===== config.mk =====
export PLATFORM = sky130hd
export DESIGN_NAME = mmc_lane
export DESIGN_NICKNAME = d
export VERILOG_FILES = /design/src/hw/rtl/mmc_pkg.sv /design/src/hw/rtl/mmc_div.sv /design/src/hw/rtl/mmc_lane.sv
export SDC_FILE = /design/constraint.sdc
export NUM_CORES = 2
export LEC_CHECK = 0
export ABC_AREA = 1
export BUFFER_PORTS_ARGS = -buffer_cell sky130_fd_sc_hd__buf_2
export CORE_MARGIN = 4
export CORE_UTILIZATION = 65
export DETAILED_ROUTE_END_ITERATION = 10
export HOLD_SLACK_MARGIN = 0.05
export PLACE_DENSITY_LB_ADDON = 0.1
export RECOVER_POWER = 50
export REMOVE_ABC_BUFFERS = 1
export SYNTH_ARGS = -nofsm -noshare
export SYNTH_HDL_FRONTEND = slang
export SYNTH_HIERARCHICAL = 1
export SYNTH_SLANG_ARGS = --single-unit
export TNS_END_PERCENT = 1

===== constraint.sdc =====
create_clock -name clk -period 19.3 [get_ports clk]
set_input_delay 3.86 -clock clk [delete_from_list [all_inputs] [get_ports clk]]
set_output_delay 3.86 -clock clk [all_outputs]
set_load 0.02 [all_outputs]

===== src/hw/rtl/mmc_pkg.sv =====
// Shared types and constants for the magnetometer min/max calibration block.
// Used by mmc_div, mmc_lane and mag_minmax_hard_soft_iron_cal_top.
package mmc_pkg;

	localparam int AXES   = 3;
	localparam int SMP_W  = 24;
	localparam int SCL_W  = 16;
	localparam int CNT_W  = 16;
	localparam int D_W    = 24;
	localparam int SUM_W  = D_W + $clog2(AXES + 1);
	localparam int DEN_W  = D_W + $clog2(2 * AXES + 1);
	localparam int NUM_W  = SUM_W + 16;
	localparam int Q_W    = SCL_W + 1;
	localparam int QCNT_W = $clog2(Q_W);
	localparam int MUL1_W = SMP_W + 1 + SCL_W + 1;
	localparam int MUL2_W = MUL1_W + 17;
	localparam int RND_SH = 26;
	localparam int ADDR_W = 5;
	localparam int IDX_W  = 3;

	localparam logic [SCL_W-1:0] SCALE_SAT = '1;
	localparam logic signed [SMP_W-1:0] SMP_MAX = {1'b0, {(SMP_W-1){1'b1}}};
	localparam logic signed [SMP_W-1:0] SMP_MIN = {1'b1, {(SMP_W-1){1'b0}}};

	typedef enum logic [1:0] {
		MODE_IDLE    = 2'd0,
		MODE_COLLECT = 2'd1,
		MODE_COMPUTE = 2'd2,
		MODE_DONE    = 2'd3
	} mode_t;

	typedef enum logic [2:0] {
		OP_NONE,
		OP_CLEAR,
		OP_TRACK,
		OP_PRESET,
		OP_OFFS,
		OP_DIV
	} lane_op_t;

	typedef enum logic [IDX_W-1:0] {
		REG_TARGET = 3'd0,
		REG_INV    = 3'd1,
		REG_OFF_X  = 3'd2,
		REG_OFF_Y  = 3'd3,
		REG_OFF_Z  = 3'd4,
		REG_SCL_X  = 3'd5,
		REG_SCL_Y  = 3'd6,
		REG_SCL_Z  = 3'd7
	} reg_idx_t;

	typedef struct packed {
		lane_op_t         op;
		logic [SUM_W-1:0] sum;
	} lane_ctl_t;

	typedef struct packed {
		logic           busy;
		logic [D_W-1:0] d;
	} lane_sts_t;

endpackage


===== src/hw/rtl/mmc_div.sv =====
// Restoring divider, one quotient bit per cycle, saturating to 16 bits.
// Depends on mmc_pkg.
module mmc_div (
	input  logic                        clk,
	input  logic                        arst_n,
	input  logic                        start,
	input  logic [mmc_pkg::NUM_W-1:0]   num,
	input  logic [mmc_pkg::DEN_W-1:0]   den,
	output logic                        busy,
	output logic                        done,
	output logic [mmc_pkg::SCL_W-1:0]   quo
);

	localparam int DSH_W = mmc_pkg::DEN_W + mmc_pkg::Q_W - 1;

	logic [mmc_pkg::NUM_W-1:0]  rem_q;
	logic [DSH_W-1:0]           dsh_q;
	logic [mmc_pkg::Q_W-1:0]    quo_q;
	logic [mmc_pkg::QCNT_W-1:0] cnt_q;
	logic                       busy_q;
	logic                       done_q;
	logic [mmc_pkg::SCL_W-1:0]  res_q;

	logic                       ovf;
	logic                       ge;
	logic [DSH_W-1:0]           rem_ext;
	logic [DSH_W-1:0]           diff;
	logic [mmc_pkg::Q_W-1:0]    quo_n;

	assign ovf = {{(DSH_W + 1 - mmc_pkg::NUM_W){1'b0}}, num} >= {den, {mmc_pkg::Q_W{1'b0}}};
	assign rem_ext = {{(DSH_W - mmc_pkg::NUM_W){1'b0}}, rem_q};
	assign ge = rem_ext >= dsh_q;
	assign diff = rem_ext - dsh_q;
	assign quo_n = {quo_q[mmc_pkg::Q_W-2:0], ge};

	always_ff @(posedge clk or negedge arst_n) begin
		if (!arst_n) begin
			busy_q <= 1'b0;
			done_q <= 1'b0;
			cnt_q  <= '0;
		end else begin
			done_q <= 1'b0;
			if (start) begin
				if (ovf) begin
					res_q  <= mmc_pkg::SCALE_SAT;
					done_q <= 1'b1;
				end else begin
					busy_q <= 1'b1;
				end
				rem_q <= num;
				dsh_q <= {den, {(mmc_pkg::Q_W-1){1'b0}}};
				quo_q <= '0;
				cnt_q <= mmc_pkg::QCNT_W'(mmc_pkg::Q_W - 1);
			end else if (busy_q) begin
				if (ge) begin
					rem_q <= diff[mmc_pkg::NUM_W-1:0];
				end
				quo_q <= quo_n;
				dsh_q <= dsh_q >> 1;
				cnt_q <= cnt_q - 1'b1;
				if (cnt_q == '0) begin
					busy_q <= 1'b0;
					done_q <= 1'b1;
					res_q  <= quo_n[mmc_pkg::Q_W-1] ? mmc_pkg::SCALE_SAT
					                                 : quo_n[mmc_pkg::SCL_W-1:0];
				end
			end
		end
	end

	assign busy = busy_q;
	assign done = done_q;
	assign quo  = res_q;

endmodule


===== src/hw/rtl/mmc_lane.sv =====
// One axis lane: min/max tracking, offset and scale computation, correction pipeline.
// Depends on mmc_pkg and mmc_div.
module mmc_lane (
	input  logic                              clk,
	input  logic                              arst_n,
	input  mmc_pkg::lane_ctl_t                ctl,
	input  logic signed [mmc_pkg::SMP_W-1:0]  smp,
	input  logic signed [mmc_pkg::SMP_W-1:0]  preset_off,
	input  logic [mmc_pkg::SCL_W-1:0]         preset_scl,
	input  logic [15:0]                       inv,
	output mmc_pkg::lane_sts_t                sts,
	output logic signed [mmc_pkg::SMP_W-1:0]  res
);

	logic signed [mmc_pkg::SMP_W-1:0]  min_q;
	logic signed [mmc_pkg::SMP_W-1:0]  max_q;
	logic signed [mmc_pkg::SMP_W-1:0]  off_q;
	logic [mmc_pkg::SCL_W-1:0]         scale_q;
	logic [mmc_pkg::D_W-1:0]           d_q;
	logic signed [mmc_pkg::MUL1_W-1:0] mul1_s1;
	logic signed [mmc_pkg::MUL2_W-1:0] mul2_s2;
	logic signed [mmc_pkg::SMP_W-1:0]  res_q;

	logic signed [mmc_pkg::SMP_W:0]    pair_sum;
	logic signed [mmc_pkg::SMP_W:0]    span;
	logic signed [mmc_pkg::SMP_W:0]    diff;
	logic signed [mmc_pkg::MUL2_W-1:0] rnd;
	logic signed [mmc_pkg::MUL2_W-mmc_pkg::RND_SH-1:0] shifted;
	logic                              div_start;
	logic                              div_busy;
	logic                              div_done;
	logic [mmc_pkg::SCL_W-1:0]         div_quo;
	logic [mmc_pkg::NUM_W-1:0]         num;
	logic [mmc_pkg::DEN_W-1:0]         den;

	assign pair_sum = {max_q[mmc_pkg::SMP_W-1], max_q} + {min_q[mmc_pkg::SMP_W-1], min_q};
	assign span     = {max_q[mmc_pkg::SMP_W-1], max_q} - {min_q[mmc_pkg::SMP_W-1], min_q};
	assign diff     = {smp[mmc_pkg::SMP_W-1], smp} - {off_q[mmc_pkg::SMP_W-1], off_q};

	assign num = mmc_pkg::NUM_W'({ctl.sum, 15'b0}) +
	             mmc_pkg::NUM_W'(d_q) * mmc_pkg::NUM_W'(mmc_pkg::AXES);
	assign den = mmc_pkg::DEN_W'(d_q) * mmc_pkg::DEN_W'(2 * mmc_pkg::AXES);
	assign div_start = (ctl.op == mmc_pkg::OP_DIV) && (d_q != '0);

	mmc_div u_div (
		.clk    (clk),
		.arst_n (arst_n),
		.start  (div_start),
		.num    (num),
		.den    (den),
		.busy   (div_busy),
		.done   (div_done),
		.quo    (div_quo)
	);

	always_ff @(posedge clk) begin
		case (ctl.op)
			mmc_pkg::OP_CLEAR: begin
				min_q <= mmc_pkg::SMP_MAX;
				max_q <= mmc_pkg::SMP_MIN;
			end
			mmc_pkg::OP_TRACK: begin
				if (smp < min_q) min_q <= smp;
				if (smp > max_q) max_q <= smp;
			end
			mmc_pkg::OP_PRESET: begin
				off_q   <= preset_off;
				scale_q <= preset_scl;
			end
			mmc_pkg::OP_OFFS: begin
				off_q <= pair_sum[mmc_pkg::SMP_W:1];
				d_q   <= (max_q >= min_q) ? span[mmc_pkg::D_W-1:0] : '0;
			end
			mmc_pkg::OP_DIV: begin
				if (d_q == '0) scale_q <= mmc_pkg::SCALE_SAT;
			end
			default: begin
			end
		endcase
		if (div_done) scale_q <= div_quo;
	end

	// correction pipeline runs every cycle; the sequencer picks the result when ready
	assign rnd     = mul2_s2 + mmc_pkg::MUL2_W'(64'sd1 << (mmc_pkg::RND_SH - 1));
	assign shifted = rnd[mmc_pkg::MUL2_W-1:mmc_pkg::RND_SH];

	always_ff @(posedge clk) begin
		mul1_s1 <= diff * $signed({1'b0, scale_q});
		mul2_s2 <= mul1_s1 * $signed({1'b0, inv});
		if (shifted > $signed({{(mmc_pkg::MUL2_W-mmc_pkg::RND_SH-mmc_pkg::SMP_W){1'b0}},
		                        mmc_pkg::SMP_MAX}))
			res_q <= mmc_pkg::SMP_MAX;
		else if (shifted < $signed({{(mmc_pkg::MUL2_W-mmc_pkg::RND_SH-mmc_pkg::SMP_W){1'b1}},
		                             mmc_pkg::SMP_MIN}))
			res_q <= mmc_pkg::SMP_MIN;
		else
			res_q <= shifted[mmc_pkg::SMP_W-1:0];
	end

	assign sts.busy = div_busy;
	assign sts.d    = d_q;
	assign res      = res_q;

endmodule


# Word level (Yosys, flattened, before mapping)
# Index checks and enable logic that the tools add are counted.
dict set report op_classes {
  multipliers 4
  magnitude_cmp 7
  reduce_logical 16
  n_eq_ne 10
  muxes 30
  addsub 7
}
# operator n
set op_table {}
lappend op_table {{24-bit case mux with 2 select lines} 3}
lappend op_table {{42-bit two-way mux} 3}
lappend op_table {{16-bit two-way mux} 7}
lappend op_table {{43-bit two-way mux} 2}
lappend op_table {{24-bit two-way mux} 3}
lappend op_table {{59-bit by 27-bit adder with 59-bit output (second input constant)} 1}
lappend op_table {{42-bit by 17-bit multiplier with 59-bit output} 1}
lappend op_table {{24-bit by 2-bit multiplier with 26-bit output (second input constant)} 2}
lappend op_table {{42-bit by 44-bit greater-or-equal comparator with 1-bit output} 1}
lappend op_table {{42-bit by 43-bit greater-or-equal comparator with 1-bit output} 1}
lappend op_table {{41-bit by 26-bit adder with 42-bit output} 1}
lappend op_table {{25-bit by 17-bit multiplier with 42-bit output} 1}
lappend op_table {{42-bit subtractor} 1}
lappend op_table {{33-bit by 24-bit greater-than comparator with 1-bit output (second input constant)} 1}
lappend op_table {{33-bit by 24-bit less-than comparator with 1-bit output (second input constant)} 1}
lappend op_table {{16-bit case mux with 2 select lines} 1}
lappend op_table {{24-bit by 24-bit adder with 25-bit output} 1}
lappend op_table {{24-bit by 24-bit subtractor with 25-bit output} 1}
lappend op_table {{24-bit greater-or-equal comparator} 1}
lappend op_table {{24-bit greater-than comparator} 1}
lappend op_table {{24-bit zero test} 1}
lappend op_table {{24-bit less-than comparator} 1}
lappend op_table {{24-bit nonzero test} 1}
lappend op_table {{24-bit subtractor} 1}
lappend op_table {{17 further kinds} 36}
dict set report word_totals {
  inputBits 111
  ff_bits 362
  elab_cells 90
}

# Logic depth before layout (Yosys ltp)
dict set report logic_depth {
  ltp_word 5
  mapped_depth 39
}

# By module
# Netlist, hierarchy kept.
# module cells_per_inst seq_area_each_um2 area_per_inst_um2 instances
set modules_own_cells {}
lappend modules_own_cells {mmc_lane 7252 5365.1 55293.0 1}
lappend modules_own_cells {mmc_div 1294 3688.5 9361.5 1}

# Worst setup path before layout
# Ideal clock, no wire load.
dict set report synth_timing {
  path_type {input-to-reg}
  startpoint {input port smp[0] in the netlist's numbering}
  endpoint {register mul1_s1[38] in the netlist's numbering}
  path_stages 33
  t_required_ns 19.228
  arrival_time_ns 10.428
  setup_slack_ns 8.801
  cell_sequence {inv_1 > ha_1 > fa_1 > inv_1 > nand3_1 > nand2_1 > inv_1 > o21ai_2 > nand2_1 > nand2_2 > nand2_2 > o21ai_1 > nand2_1 > nand2_1 > nor2_1 > fa_1 > inv_1 > fa_1 > inv_1 > fa_1 > fa_1 > fa_1 > inv_1 > fa_1 > inv_1 > ha_1 > nand2_1 > nor2_1 > inv_1 > nor4_1 > nand3_1 > nand3_1 > xor2_1}
}
dict set report synth_via {
  elab_chain_cells 2
}
# item line
set synth_lines {}
lappend synth_lines {{start: declaration} mmc_lane.sv:7} ;# input logic signed [mmc_pkg::SMP_W-1:0] smp,
lappend synth_lines {{24-bit by 24-bit subtractor with 25-bit output} mmc_lane.sv:38} ;# assign diff = {smp[mmc_pkg::SMP_W-1], smp} - {off_q[mmc_pkg::SMP_W-1], off_q};
lappend synth_lines {{25-bit by 17-bit multiplier with 42-bit output} mmc_lane.sv:88} ;# mul1_s1 <= diff * $signed({1'b0, scale_q});
lappend synth_lines {{end signal: assignment} mmc_lane.sv:88}
lappend synth_lines {{end: declaration} mmc_lane.sv:20} ;# logic signed [mmc_pkg::MUL1_W-1:0] mul1_s1;
# Every way passes these cells.
# A chain may end at the register's enable or synchronous reset.

# Worst setup path after layout
dict set report layout_timing {
  startpoint {input port smp[0] in the netlist's numbering}
  endpoint {register mul1_s1[37] in the netlist's numbering}
}
# The elaborated chain is that of the path after synthesis.

==> results.py <==
metrics = {
    "worst_setup_path": {
        "critPathArrivalTime_ns": 11.76,
        "worstPathRequired_ns": 19.86,
        "slowest_stage": "fa_1",
        "crit_fanout": 14,
        "worstSetupStartpointType": "input port",
        "worst_path_largest_cell_delay_ns": 0.56,
        "crit_family": "adder cells",
        "crit_top_cell": "inv_1",
        "cp_num_buf_inv": 9,
        "end_kind": "flip-flop",
        "critical_path_class": "in2reg",
    },
    "floorplanning": {
        "initial_core_util_pct": 65.60,
        "rows": 115,
        "num_io_pins": 160,
        "die_w_um": 323.4,
        "core_area_mm2": 0.09856,
        "dieHeight_um": 323.4,
        "dieArea_mm2": 0.1046,
    },
    "place": {
        "dpl.hpwl_um": 158400,
        "dp_cells": 9750,
        "gp_congestion": 0.9940,
        "io_buffers": 159,
    },
    "clock_tree": {
        "postCtsSetupBuffers": 0,
        "insertion_delay_ns": 0.65,
        "cts_buffers": 44,
        "cts_sinks": 336,
        "cts_tree": "yes",
        "path_clk_slew_ns": 0.06,
        "postCtsHoldBufs": 0,
        "clockRootBuffer": "clkbuf_16",
        "max-clock-path-buffers": 3,
        "cts_resized": 0,
        "cts_htree_levels": 2,
    },
    "finish": {
        "final_util_pct": 68.65,
        "final_cell_mix": "inv_1 (2136), nand2_1 (2035), fa_1 (1045), nor2_1 (650), ha_1 (489)",
        "drive_gt1_share_pct": 3.804,
        "fillers": 8458,
        "regArea_mm2": 0.009054,
        "area.growth.synth_to_final_pct": 4.652,
        "final_common_cell": "inv_1",
        "instances_no_fill": 9832,
        "multi_input_area_mm2": 0.04635,
        "finalNetCount": 10154,
    },
    "timing": {
        "whs_ns": 0.4920,
        "fin_setup_tns_ns": 0,
        "min_period_ns": 11.21,
        "hold_viol_final": 0,
        "clock.fmax_ghz": 0.08924,
        "setup_viol": 0,
        "slew_violations": 157,
        "relSlewSlack_pct": -102.8,
        "tightest_slew_ns": 3.042,
        "fin_skew_ns": 0.03806,
        "finalCritPeriodShare_pct": 58.06,
        "rsz0062_at_grt": "no",
    },
    "status": {
        "outcome": "complete, but fails checks",
        "violations": "max-capacitance violations, max-slew violations",
    },
    "synthesis": {
        "netlist_area_mm2": 0.06465,
        "synth_edf_count": 229,
        "avgSynthCellArea_um2": 7.565,
        "synth_cell_types": 61,
        "postSynthCellCount": 8546,
        "yosysWarnings": 6,
        "ys_seq_elements": 336,
        "ys_seq_area_share_pct": 14.00,
        "ys_async_sr_fraction_pct": 2.083,
        "synth-main-ff-cell": "edfxtp_1",
    },
    "grt": {
        "grt_pass1_wl_um": 308000,
        "grt_max_degree": 118,
        "grt_pass1_vias": 58317,
        "grt_usage_pct": 37.82,
        "antenna_found_initial": 1,
        "grt_overflow": 0,
    },
    "routing": {
        "viasPerCell": 5.636,
        "first_iter_violations": 4851,
        "wl_um": 192500,
        "num_vias": 55417,
        "drt_pass1_iterations": 8,
        "wl_per_cell_um": 19.58,
        "postRouteAntennaNets": 0,
        "drc_errors": 0,
    },
    "job": {
        "drv_cap": 4,
    },
    "min_path": {
        "hold_path_class": "reg2reg",
    },
}
==> cells in the mapped netlist, types with 16 or more instances <==
cell type  count  area [um^2]
xor2_1       116         1016
ha_1         489         6118
nor3_1        58        290.3
a21oi_1      354         1772
edfxtp_1     229         6877
nand3_1      309         1546
a31oi_1       34        212.7
nand2_1     2034         7635
xnor2_1       67        586.8
inv_1       2136         8018
buf_2         27        135.1
or2_2         43        269.0
nand2_2       22        137.6
o21ai_0      274         1371
o21bai_1      41        307.8
fa_1        1045        20920
a21o_1        16        120.1
clkbuf_1     244        915.9
o22a_1        16        140.1
nand4_1       65        406.6
dfxtp_1      100         2002
nor2_1       649         2436
==> per-layer routing <==
metal | global-route usage [%] | routed length [um] | vias up
li1 | - | - | 25392
met1 | 45.77 | 71690 | 26652
met2 | 64.08 | 91330 | 2699
met3 | 7.420 | 17300 | 674
met4 | 20.48 | 12180 | 0
met5 | 0 | 0 | -
==> cell type report <==
cell class	count	share of cell area, %
diodes	1	0.003698
clock buffers	51	1.727
clock inverters	30	0.5474
inverters	2151	11.93
multi-input cells	5774	68.50
flip-flops and latches	336	13.38
well taps	1287	2.380
repair buffers	202	1.533
==> per-stage QoR <==
stage                     instance area, um^2  setup WS [ns]
after global placement                  66230          7.737
after floorplan                         63480          8.579
after global routing                    67660          7.470
final                                   67660          8.094
after CTS                               67770          8.198
after detailed placement                66230          7.561
==> registers in the layout, indices dropped and copies added, names as in the netlist, 5 cells and up <==
name and count:
min_q 24, u_div/quo_q 16, res 24, u_div/rem_q 42
d_q 24, u_div/quo 16, mul2_s2 34, u_div/cnt_q 5
max_q 24, scale_q 16, u_div/dsh_q 43, mul1_s1 42
off_q 24
==> cells by family (layout without fill, tap and decap cells) <==
logic type	Yosys count	in the layout	share of synthesized area, %
flip-flops	336	336	14.00
AND/OR/NAND/NOR	3263	3263	20.62
AO/OA/AOI/OAI	788	788	6.667
other	1	3	0.005800
XOR/XNOR	187	187	2.580
adder cells (fa/ha/maj)	1534	1534	41.82
buffers and inverters	2437	2434	14.31
==> final timing paths <==
path / start / end / slack [ns] / depth (start not counted)
min reg2reg: u_div/cnt_q[4] / u_div/cnt_q[4] / 0.49 / 1
max reg2reg: off_q[0] / mul1_s1[37] / 11.11 / 31
min: u_div/cnt_q[4] / u_div/cnt_q[4] / 0.49 / 1
max: smp[0] / mul1_s1[37] / 8.09 / 33
max in group asynchronous: arst_n / u_div/done / 13.92 / 2
min in group asynchronous: arst_n / u_div/cnt_q[2] / 4.06 / 2
Power is not shown: default switching activity piles up to over one toggle a cycle in this logic, so the estimate is an artifact.
